==> src/rtl/wesd_pkg.sv <==
// shared types and constants for the wheel encoder speed and drive unit
package wesd_pkg;

  localparam int RPM_FRAC_BITS = 8;

  localparam int NOW_W    = 32;
  localparam int POS_W    = 32;
  localparam int SPEED_W  = 21;
  localparam int QUO_W    = 20;               // saturated magnitude bits
  localparam int TICKS_W  = 13;
  localparam int STALE_W  = 20;
  localparam int MINP_W   = 16;
  localparam int DRIVE_W  = 11;
  localparam int DUTY_W   = 8;
  localparam int DEN_W    = NOW_W + TICKS_W;  // period * ticks
  localparam int DSH_W    = DEN_W + QUO_W;    // divisor shifted for the top step
  localparam int NUM_W    = 40;               // holds 60e6 << RPM_FRAC_BITS up to 14

  localparam logic [NUM_W-1:0] SPEED_NUM = NUM_W'(64'd60000000 << RPM_FRAC_BITS);
  localparam logic [QUO_W-1:0] MAG_LIMIT = {QUO_W{1'b1}};

  localparam logic signed [DRIVE_W-1:0] DRIVE_HI = 11'sd255;
  localparam logic signed [DRIVE_W-1:0] DRIVE_LO = -11'sd255;
  localparam logic signed [8:0]         DUTY_TOP = 9'sd255;

  // input request codes
  localparam logic [1:0] REQ_EDGE  = 2'd0;
  localparam logic [1:0] REQ_QUERY = 2'd1;
  localparam logic [1:0] REQ_DRIVE = 2'd2;

  // result kinds
  localparam logic KIND_SPEED = 1'b0;
  localparam logic KIND_DRIVE = 1'b1;

  // configuration register indexes
  localparam logic [1:0] CFG_REVERSE = 2'd0;
  localparam logic [1:0] CFG_STALE   = 2'd1;
  localparam logic [1:0] CFG_MINPER  = 2'd2;
  localparam logic [1:0] CFG_TICKS   = 2'd3;

  typedef enum logic [1:0] {
    CMD_EDGE,
    CMD_QUERY,
    CMD_DRIVE
  } cmd_kind_t;

  typedef struct packed {
    cmd_kind_t          kind;
    logic [NOW_W-1:0]   now_us;
    logic               dir_neg;
    logic               drive_dir;
    logic [DUTY_W-1:0]  drive_duty;
  } cmd_t;

  typedef struct packed {
    logic [STALE_W-1:0] stale_timeout_us;
    logic [MINP_W-1:0]  min_period_us;
    logic [TICKS_W-1:0] ticks_per_rev;
  } speed_cfg_t;

endpackage

==> src/rtl/wheel_encoder_speed_drive_unit.sv <==
// top level of the wheel encoder speed meter with pwm drive
// One motor wheel block. Input transfers are encoder edges, speed queries and
// drive commands, each stamped with a free-running microsecond time. A front
// end decodes every transfer (and already maps a drive command to direction
// pin and duty), a two-entry queue holds it, and the back end works through
// the queue in order. An encoder edge is handled on taking it from the queue
// and gives no result; a drive command then loads the output register; a
// speed query that reads zero (stale edge, short or zero period) does the
// same, otherwise it steps through: taking it from the queue, period *
// ticks_per_rev, a saturation check, a 20-step restoring divider of 60e6 << 8
// by that product (one quotient bit a cycle) and loading the output register.
// A query whose quotient saturates makes a single divider pass that subtracts
// nothing. The loading step repeats while the output register still holds an
// unaccepted result. That divider sets the sustained rate for queries. Results
// sit in an output register so the back end keeps draining the queue while a
// result waits. Configuration writes belong in idle periods only.
module wheel_encoder_speed_drive_unit import wesd_pkg::*; (
  input  logic        clk,
  input  logic        rst_n,
  // configuration write port
  input  logic        cfg_we,
  input  logic [1:0]  cfg_addr,
  input  logic [19:0] cfg_wdata,
  // request stream
  input  logic        in_tvalid,
  output logic        in_tready,
  input  logic [1:0]  in_tuser,   // [1:0] req_type
  input  logic [47:0] in_tdata,   // [31:0] now_us, [32] dir_level, [43:33] drive_value
  // result stream
  output logic        out_tvalid,
  input  logic        out_tready,
  output logic        out_tuser,  // [0] result_kind
  output logic [63:0] out_tdata   // [20:0] speed_rpm_q8, [52:21] position_count,
                                  // [53] drive_dir, [61:54] drive_duty
);

  // configuration registers
  logic               reverse_r;
  logic [STALE_W-1:0] stale_r;
  logic [MINP_W-1:0]  minper_r;
  logic [TICKS_W-1:0] ticks_r;

  always_ff @(posedge clk) begin
    if (!rst_n) begin
      reverse_r <= 1'b0;
      stale_r   <= STALE_W'(10000);
      minper_r  <= MINP_W'(500);
      ticks_r   <= TICKS_W'(500);
    end else if (cfg_we) begin
      unique case (cfg_addr)
        CFG_REVERSE: reverse_r <= cfg_wdata[0];
        CFG_STALE:   stale_r   <= cfg_wdata[STALE_W-1:0];
        CFG_MINPER:  minper_r  <= cfg_wdata[MINP_W-1:0];
        CFG_TICKS:   ticks_r   <= cfg_wdata[TICKS_W-1:0];
        default:     reverse_r <= reverse_r;
      endcase
    end
  end

  speed_cfg_t scfg;
  assign scfg.stale_timeout_us = stale_r;
  assign scfg.min_period_us    = minper_r;
  assign scfg.ticks_per_rev    = ticks_r;

  // front end to queue
  logic q_full;
  logic q_push;
  cmd_t q_cmd_in;

  wesd_front u_front (
    .in_valid          (in_tvalid),
    .req_type          (in_tuser),
    .now_us            (in_tdata[31:0]),
    .dir_level         (in_tdata[32]),
    .drive_value       (in_tdata[43:33]),
    .reverse_direction (reverse_r),
    .q_full            (q_full),
    .in_ready          (in_tready),
    .q_push            (q_push),
    .q_cmd             (q_cmd_in)
  );

  // queue to back end
  logic q_pop;
  logic q_not_empty;
  cmd_t q_head;

  wesd_queue u_queue (
    .clk       (clk),
    .rst_n     (rst_n),
    .push      (q_push),
    .push_cmd  (q_cmd_in),
    .pop       (q_pop),
    .full      (q_full),
    .not_empty (q_not_empty),
    .head_cmd  (q_head)
  );

  // back end and result packing
  logic [SPEED_W-1:0] res_speed;
  logic [POS_W-1:0]   res_pos;
  logic               res_dir;
  logic [DUTY_W-1:0]  res_duty;

  wesd_back u_back (
    .clk            (clk),
    .rst_n          (rst_n),
    .q_not_empty    (q_not_empty),
    .q_cmd          (q_head),
    .q_pop          (q_pop),
    .scfg           (scfg),
    .out_valid      (out_tvalid),
    .out_ready      (out_tready),
    .out_kind       (out_tuser),
    .out_speed      (res_speed),
    .out_position   (res_pos),
    .out_drive_dir  (res_dir),
    .out_drive_duty (res_duty)
  );

  assign out_tdata = {2'b00, res_duty, res_dir, res_pos, res_speed};

endmodule

==> src/rtl/wesd_front.sv <==
// front end: decodes each input transfer into a command for the queue
module wesd_front import wesd_pkg::*; (
  input  logic                      in_valid,
  input  logic [1:0]                req_type,
  input  logic [NOW_W-1:0]          now_us,
  input  logic                      dir_level,
  input  logic signed [DRIVE_W-1:0] drive_value,
  input  logic                      reverse_direction,
  input  logic                      q_full,
  output logic                      in_ready,
  output logic                      q_push,
  output cmd_t                      q_cmd
);

  logic signed [8:0] v_sat;
  logic signed [8:0] v_dir;
  logic signed [8:0] v_low;

  assign in_ready = !q_full;

  always_comb begin
    if (drive_value > DRIVE_HI) begin
      v_sat = 9'sd255;
    end else if (drive_value < DRIVE_LO) begin
      v_sat = -9'sd255;
    end else begin
      v_sat = drive_value[8:0];
    end
    v_dir = reverse_direction ? -v_sat : v_sat;
    v_low = DUTY_TOP + v_dir;
  end

  always_comb begin
    q_cmd.now_us     = now_us;
    q_cmd.dir_neg    = dir_level ^ reverse_direction;
    q_cmd.drive_dir  = 1'b0;
    q_cmd.drive_duty = '0;
    q_cmd.kind       = CMD_EDGE;
    q_push           = 1'b0;
    unique case (req_type)
      REQ_EDGE: begin
        q_cmd.kind = CMD_EDGE;
        q_push     = in_valid && in_ready;
      end
      REQ_QUERY: begin
        q_cmd.kind = CMD_QUERY;
        q_push     = in_valid && in_ready;
      end
      REQ_DRIVE: begin
        q_cmd.kind = CMD_DRIVE;
        q_push     = in_valid && in_ready;
        if (v_dir > 9'sd0) begin
          q_cmd.drive_duty = v_dir[7:0];
        end else if (v_dir < 9'sd0) begin
          q_cmd.drive_dir  = 1'b1;
          q_cmd.drive_duty = v_low[7:0];
        end
      end
      default: begin
        q_push = 1'b0;   // unknown request is dropped
      end
    endcase
  end

endmodule

==> src/rtl/wesd_queue.sv <==
// two-entry command queue between front and back
module wesd_queue import wesd_pkg::*; (
  input  logic clk,
  input  logic rst_n,
  input  logic push,
  input  cmd_t push_cmd,
  input  logic pop,
  output logic full,
  output logic not_empty,
  output cmd_t head_cmd
);

  cmd_t       mem_r [2];
  logic       wr_ptr_r;
  logic       rd_ptr_r;
  logic [1:0] count_r;

  assign full      = (count_r == 2'd2);
  assign not_empty = (count_r != 2'd0);
  assign head_cmd  = mem_r[rd_ptr_r];

  always_ff @(posedge clk) begin
    if (push) begin
      mem_r[wr_ptr_r] <= push_cmd;
    end
  end

  always_ff @(posedge clk) begin
    if (!rst_n) begin
      wr_ptr_r <= 1'b0;
      rd_ptr_r <= 1'b0;
      count_r  <= 2'd0;
    end else begin
      if (push) begin
        wr_ptr_r <= !wr_ptr_r;
      end
      if (pop) begin
        rd_ptr_r <= !rd_ptr_r;
      end
      if (push && !pop) begin
        count_r <= count_r + 2'd1;
      end else if (pop && !push) begin
        count_r <= count_r - 2'd1;
      end
    end
  end

endmodule

==> src/rtl/wesd_back.sv <==
// back end: encoder state, speed divider and output register
module wesd_back import wesd_pkg::*; (
  input  logic               clk,
  input  logic               rst_n,
  input  logic               q_not_empty,
  input  cmd_t               q_cmd,
  output logic               q_pop,
  input  speed_cfg_t         scfg,
  output logic               out_valid,
  input  logic               out_ready,
  output logic               out_kind,
  output logic [SPEED_W-1:0] out_speed,
  output logic [POS_W-1:0]   out_position,
  output logic               out_drive_dir,
  output logic [DUTY_W-1:0]  out_drive_duty
);

  typedef enum logic [2:0] {
    ST_IDLE,
    ST_MUL,
    ST_SAT,
    ST_DIV,
    ST_OUT
  } state_t;

  state_t             state_r, state_nxt;
  logic [NOW_W-1:0]   last_edge_r, last_edge_nxt;
  logic [NOW_W-1:0]   period_r, period_nxt;
  logic               dir_neg_r, dir_neg_nxt;
  logic [POS_W-1:0]   pos_r, pos_nxt;
  logic [DEN_W-1:0]   den_r, den_nxt;
  logic [DSH_W-1:0]   dsh_r, dsh_nxt;
  logic [NUM_W-1:0]   rem_r, rem_nxt;
  logic [QUO_W-1:0]   quo_r, quo_nxt;
  logic [4:0]         cnt_r, cnt_nxt;
  logic               res_kind_r, res_kind_nxt;
  logic [SPEED_W-1:0] res_speed_r, res_speed_nxt;
  logic               res_dir_r, res_dir_nxt;
  logic [DUTY_W-1:0]  res_duty_r, res_duty_nxt;
  logic               out_valid_r, out_valid_nxt;
  logic               out_kind_r, out_kind_nxt;
  logic [SPEED_W-1:0] out_speed_r, out_speed_nxt;
  logic [POS_W-1:0]   out_pos_r, out_pos_nxt;
  logic               out_dir_r, out_dir_nxt;
  logic [DUTY_W-1:0]  out_duty_r, out_duty_nxt;

  logic [NOW_W-1:0]   age;
  logic               speed_ok;
  logic [TICKS_W-1:0] ticks_eff;
  logic               step_ge;
  logic [QUO_W-1:0]   quo_fin;
  logic [SPEED_W-1:0] mag_ext;

  assign age       = q_cmd.now_us - last_edge_r;
  assign speed_ok  = (age <= NOW_W'(scfg.stale_timeout_us)) &&
                     (period_r >= NOW_W'(scfg.min_period_us)) &&
                     (period_r != '0);
  assign ticks_eff = (scfg.ticks_per_rev == '0) ? TICKS_W'(1) : scfg.ticks_per_rev;
  assign step_ge   = (dsh_r <= DSH_W'(rem_r));
  assign quo_fin   = (quo_r == MAG_LIMIT && dsh_r == '1) ? MAG_LIMIT :
                     {quo_r[QUO_W-2:0], step_ge};
  assign mag_ext   = {1'b0, quo_fin};

  assign out_valid      = out_valid_r;
  assign out_kind       = out_kind_r;
  assign out_speed      = out_speed_r;
  assign out_position   = out_pos_r;
  assign out_drive_dir  = out_dir_r;
  assign out_drive_duty = out_duty_r;

  always_comb begin
    state_nxt     = state_r;
    last_edge_nxt = last_edge_r;
    period_nxt    = period_r;
    dir_neg_nxt   = dir_neg_r;
    pos_nxt       = pos_r;
    den_nxt       = den_r;
    dsh_nxt       = dsh_r;
    rem_nxt       = rem_r;
    quo_nxt       = quo_r;
    cnt_nxt       = cnt_r;
    res_kind_nxt  = res_kind_r;
    res_speed_nxt = res_speed_r;
    res_dir_nxt   = res_dir_r;
    res_duty_nxt  = res_duty_r;
    out_valid_nxt = out_valid_r && !out_ready;
    out_kind_nxt  = out_kind_r;
    out_speed_nxt = out_speed_r;
    out_pos_nxt   = out_pos_r;
    out_dir_nxt   = out_dir_r;
    out_duty_nxt  = out_duty_r;
    q_pop         = 1'b0;

    unique case (state_r)
      ST_IDLE: begin
        if (q_not_empty) begin
          q_pop = 1'b1;
          unique case (q_cmd.kind)
            CMD_EDGE: begin
              period_nxt    = q_cmd.now_us - last_edge_r;
              last_edge_nxt = q_cmd.now_us;
              dir_neg_nxt   = q_cmd.dir_neg;
              pos_nxt       = q_cmd.dir_neg ? pos_r - POS_W'(1) : pos_r + POS_W'(1);
            end
            CMD_QUERY: begin
              res_kind_nxt  = KIND_SPEED;
              res_speed_nxt = '0;
              res_dir_nxt   = 1'b0;
              res_duty_nxt  = '0;
              state_nxt     = speed_ok ? ST_MUL : ST_OUT;
            end
            CMD_DRIVE: begin
              res_kind_nxt  = KIND_DRIVE;
              res_speed_nxt = '0;
              res_dir_nxt   = q_cmd.drive_dir;
              res_duty_nxt  = q_cmd.drive_duty;
              state_nxt     = ST_OUT;
            end
            default: begin
              state_nxt = ST_IDLE;
            end
          endcase
        end
      end
      ST_MUL: begin
        den_nxt   = DEN_W'(period_r) * DEN_W'(ticks_eff);
        state_nxt = ST_SAT;
      end
      ST_SAT: begin
        // quotient at or above 2^QUO_W saturates without dividing
        if ((DSH_W'(den_r) << QUO_W) <= DSH_W'(SPEED_NUM)) begin
          quo_nxt   = MAG_LIMIT;
          state_nxt = ST_DIV;
          cnt_nxt   = '0;
          dsh_nxt   = '1;   // no step can subtract
        end else begin
          quo_nxt   = '0;
          cnt_nxt   = 5'(QUO_W - 1);
          dsh_nxt   = DSH_W'(den_r) << (QUO_W - 1);
          state_nxt = ST_DIV;
        end
        rem_nxt = SPEED_NUM;
      end
      ST_DIV: begin
        // one restoring step per cycle, msb first
        if (step_ge) begin
          rem_nxt = rem_r - NUM_W'(dsh_r);
        end
        quo_nxt = quo_fin;
        dsh_nxt = dsh_r >> 1;
        cnt_nxt = cnt_r - 5'd1;
        if (cnt_r == '0) begin
          res_speed_nxt = dir_neg_r ? (SPEED_W'(0) - mag_ext) : mag_ext;
          state_nxt     = ST_OUT;
        end
      end
      ST_OUT: begin
        if (!out_valid_r || out_ready) begin
          out_valid_nxt = 1'b1;
          out_kind_nxt  = res_kind_r;
          out_speed_nxt = res_speed_r;
          out_pos_nxt   = pos_r;
          out_dir_nxt   = res_dir_r;
          out_duty_nxt  = res_duty_r;
          state_nxt     = ST_IDLE;
        end
      end
      default: begin
        state_nxt = ST_IDLE;
      end
    endcase
  end

  always_ff @(posedge clk) begin
    if (!rst_n) begin
      state_r     <= ST_IDLE;
      last_edge_r <= '0;
      period_r    <= '0;
      dir_neg_r   <= 1'b0;
      pos_r       <= '0;
      out_valid_r <= 1'b0;
    end else begin
      state_r     <= state_nxt;
      last_edge_r <= last_edge_nxt;
      period_r    <= period_nxt;
      dir_neg_r   <= dir_neg_nxt;
      pos_r       <= pos_nxt;
      out_valid_r <= out_valid_nxt;
    end
    den_r       <= den_nxt;
    dsh_r       <= dsh_nxt;
    rem_r       <= rem_nxt;
    quo_r       <= quo_nxt;
    cnt_r       <= cnt_nxt;
    res_kind_r  <= res_kind_nxt;
    res_speed_r <= res_speed_nxt;
    res_dir_r   <= res_dir_nxt;
    res_duty_r  <= res_duty_nxt;
    out_kind_r  <= out_kind_nxt;
    out_speed_r <= out_speed_nxt;
    out_pos_r   <= out_pos_nxt;
    out_dir_r   <= out_dir_nxt;
    out_duty_r  <= out_duty_nxt;
  end

endmodule

==> config.mk <==
export PLATFORM = sky130hd
export DESIGN_NAME = wheel_encoder_speed_drive_unit
export DESIGN_NICKNAME = d
export VERILOG_FILES = /design/src/rtl/wesd_pkg.sv /design/src/rtl/wheel_encoder_speed_drive_unit.sv /design/src/rtl/wesd_front.sv /design/src/rtl/wesd_queue.sv /design/src/rtl/wesd_back.sv
export SDC_FILE = /design/constraint.sdc
export NUM_CORES = 2
export LEC_CHECK = 0
export ABC_AREA = 1
export BUFFER_PORTS_ARGS = -buffer_cell sky130_fd_sc_hd__buf_2
export CORE_MARGIN = 1.5
export CORE_UTILIZATION = 35
export CTS_BUF_LIST = sky130_fd_sc_hd__clkbuf_8
export CTS_CLUSTER_SIZE = 30
export DETAILED_ROUTE_END_ITERATION = 10
export MAX_ROUTING_LAYER = met4
export PLACE_DENSITY = 0.52
export SETUP_SLACK_MARGIN = 0.2
export SLEW_MARGIN = 20
export SYNTH_ARGS = -nofsm -noshare
export SYNTH_HDL_FRONTEND = slang
export SYNTH_SLANG_ARGS = --single-unit
==> constraint.sdc <==
create_clock -name clk -period 5.1 [get_ports clk]
set_clock_uncertainty 0.15 [all_clocks]
set_input_delay 0.51 -clock clk [delete_from_list [all_inputs] [get_ports clk]]
set_output_delay 0.51 -clock clk [all_outputs]
set_load 0.05 [all_outputs]
==> metrics.cfg <==
[worst_setup_path]
end_kind = register
startpoint_type = register
timing.reg2reg.setup_slack_ns = -0.20
criticalPathCategory = register to register
required_ns = 5.43
path_buf_inv = 7
worstReg2RegStart = ticks_r[9]
cp_num_cells = 21
slowest_delay_ns = 0.64
crit_end = u_back.den_r[32]
cp_max_fo = 6
crit_start = ticks_r[9]
cp_slowest_cell = fa_1
crit_chain = buf_6 > buf_6 > nand2_1 > inv_1 > fa_1 > fa_1 > fa_1 > fa_1 > inv_1 > fa_1 > inv_2 > ha_4 > a21oi_2 > inv_1 > a31oi_1 > a21boi_2 > o21ai_2 > buf_4 > a21oi_4 > o21ai_2 > xor2_1
arrival_ns = 5.63
cpMostUsedCell = fa_1
worst_path_dominant_cell_family = adder cells
rr_worst_depth = 21
r2r_end = u_back.den_r[32]

[sta]
period_share_pct = 103.9
period_minus_slack_ns = 5.297
rsz0062_at_grt = true
hold_viol = 0
drv_slew = 0
setup_ws_ns = -0.1969
worst_pin_slew_ns = 0.9212
setup_viol = 26
max_freq_ghz = 0.1888
slew-limit-headroom_pct = 38.36

[logic_synthesis]
synth_xor_area_share_pct = 1.938
avgSynthCellArea_um2 = 8.066
synth_cell_types = 62
synth-seq-cells = 513
syn_inst = 5163
async_flop_share_pct = 0
synthSimpleGateAreaFrac_pct = 17.70
synth-compound-area-share_pct = 10.74
synth.area.mux_share_pct = 0.02404
syn_area_um2 = 41640
synthFlopType = edfxtp_1
synth_top_area_cell = edfxtp_1
yosysWarnings = 0
synth_fa_ha_area_share_pct = 24.27
synth_edf_count = 357
yosys-top-cells-area = edfxtp_1, fa_1, inv_1
synth_top_family_by_area = adder cells
seq_area_frac_synth_pct = 33.24
netlist.area_leader.share_pct = 25.74

[clocking]
clockBufferDepth = 3
clk_latency_ns = 0.73
htreeDepth = 3
cts_tree = yes
clockRootBuffer = clkbuf_8
clk_pin_slew_ns = 0.07
clock_sinks = 513
cts_buffers = 91

[finish]
multi_input_area_um2 = 24230
fill_cells = 11770
stdcell_area_um2 = 51090
final_cell_mix = inv_1, nand2_1, nor2_1
final_common_cell = inv_1
register_area_um2 = 13920
drive_above_1_share_pct = 17.19
layout.nets = 6330
areaGrowthSynthToFinish_pct = 22.69

[drt]
antenna_left = 0
wl_per_cell_um = 15.73
drt-initial-drc-count = 1730
drt-pass1-iter-count = 5
drt-total-wl_um = 114200
via_per_inst = 4.688
drc = 0
vias = 34020

[outcome]
violations = negative setup slack
status = finished with violations

[placement]
place_hpwl_um = 87120
placed_area_um2 = 46620
place_ws_ns = -0.3854
numPortBuffers = 137
gp_congestion = 0.8991

[floorplan]
row_count = 126
core-area_um2 = 118100
die_w_um = 347.9
design.die.area_um2 = 121100
ios = 144
die_h_um = 347.9
initial_core_util_pct = 35.27

[global_route]
grt_pass1_vias = 33710
grt_overflow_total = 0
antenna_found_initial = 1
grt_max_degree = 72
grt_use_total_pct = 19.26
grt_pass1_wl_um = 181200

[worst_hold_path]
hold_class = input port to register

[job]
cap_violations = 0

[power]
vdd_drop_max_mv = 0.3634
power_density_nw_per_um2 = 550.5
p_leak_nw = 25.50

==> registers in the layout (all words and copies together) (netlist names), 2 cells and up, named ones only <==
register               flops
u_queue.mem_r             88
u_back.dsh_r              65
u_back.den_r              45
u_back.rem_r              40
u_back.last_edge_r        32
u_back.out_position       32
u_back.period_r           32
u_back.pos_r              32
u_back.out_speed          21
u_back.res_speed_r        21
stale_r                   20
u_back.quo_r              20
minper_r                  16
ticks_r                   13
u_back.out_drive_duty      8
u_back.res_duty_r          8
u_back.cnt_r               5
u_back.state_r             3
u_queue.count_r            2
==> cell type report <==
class,instances,share of cell area (%)
diodes,1,0.004898
clock buffers,105,2.828
clock inverters,63,0.7200
inverters,1164,8.574
multi-input cells,3318,47.43
flip-flops and latches,513,27.25
well taps,1536,3.761
repair buffers,557,9.426
==> worst register-to-register path, stage by stage, from the launching register on <==
cell and delay [ns]:
dfxtp_2 0.39, buf_6 0.15, buf_6 0.13, nand2_1 0.05, inv_1 0.07, fa_1 0.44
fa_1 0.64, fa_1 0.47, fa_1 0.51, inv_1 0.05, fa_1 0.57, inv_2 0.07
ha_4 0.23, a21oi_2 0.11, inv_1 0.06, a31oi_1 0.15, a21boi_2 0.23, o21ai_2 0.11
buf_4 0.16, a21oi_4 0.14, o21ai_2 0.07, xor2_1 0.13
==> metal layers <==
| layer | GRT usage (%) | part of all wire, % | vias to the layer above |
|---|---|---|---|
| li1 | - | - | 17170 |
| met1 | 25.33 | 47 | 16070 |
| met2 | 31.50 | 47 | 630 |
| met3 | 2.223 | 3.7 | 150 |
| met4 | 5.044 | 2.2 | 0 |
| met5 | - | 0 | - |
==> kinds of logic after synthesis <==
kind of cell               count (synthesis)
AOI/OAI and AO/OA                        817
xor gates and xnor gates                  90
adders and majority gates                608
buffers and inverters                   1333
DFF                                      513
muxes                                      1
other                                      1
and+or+nand+nor                         1800
==> stage by stage <==
| step | utilization, % | power, mW | setup TNS [ns] | hold slack (ns) | std cells |
|---|---|---|---|---|---|
| finish | 43.27 | 28.12 | -3.058 | 0.2290 | 7257 |
| floorplan | - | 17.37 | 0 | 0.2503 | 5164 |
| CTS | 42.69 | 27.67 | -1.989 | 0.1304 | 7236 |
| detailed placement | 39.48 | 22.60 | -7.232 | 0.2545 | 6963 |
| global route | 43.27 | 30.71 | -8.483 | 0.2430 | 7257 |
| global placement | 39.48 | 22.47 | -6.232 | 0.2509 | 6963 |
==> cell usage after synthesis, types with 4 or more instances <==
cell      instances
nand2_1        1105
or2_2             9
nor3_1           49
xor2_1           58
a21o_1           15
nor4_1           43
o21ai_0         278
o21bai_1         12
nand3b_1         14
a221oi_1          4
inv_1          1156
nand3_2           4
nand4_1          45
a21oi_1         382
dfxtp_1         156
o21ai_1          14
a21boi_0          8
buf_1             7
o21ai_2           7
fa_1            333
edfxtp_1        357
ha_1            275
o211ai_1         33
inv_2             6
a31oi_1          18
o21a_1           22
nand3_1          97
nor2_1          406
clkbuf_1        155
nor2_2            6
nand2_2           8
xnor2_1          31
==> worst min path at each step <==
stage,endpoint,from,cells after the start
global route,u_back.pos_r[31],rst_n,3
finish,u_back.pos_r[31],rst_n,3
CTS,u_back.pos_r[31],rst_n,3
global placement,u_back.out_drive_duty[7],u_back.res_duty_r[7],0
floorplan,u_back.out_drive_dir,u_back.res_dir_r,0
detailed placement,u_back.out_speed[14],u_back.res_speed_r[14],0
==> what timing repair did <==
item / 4_1_cts / 5_1_grt
pin swaps: 89 / 84
hold buffers: 60 / 0
endpoints found under the hold margin: 119 / 0
setup buffers: 38 / 18
resized for setup: 216 / 140
setup endpoints to repair: 30 / 36
gates cloned: 7 / 2
==> power by group <==
group	total [mW]	switching, mW	internal [mW]
Sequential	6.53	0.655	5.87
Clock	3.84	1.80	2.04
Combinational	17.8	10.7	7.07
(Power assumes the default switching activity.)
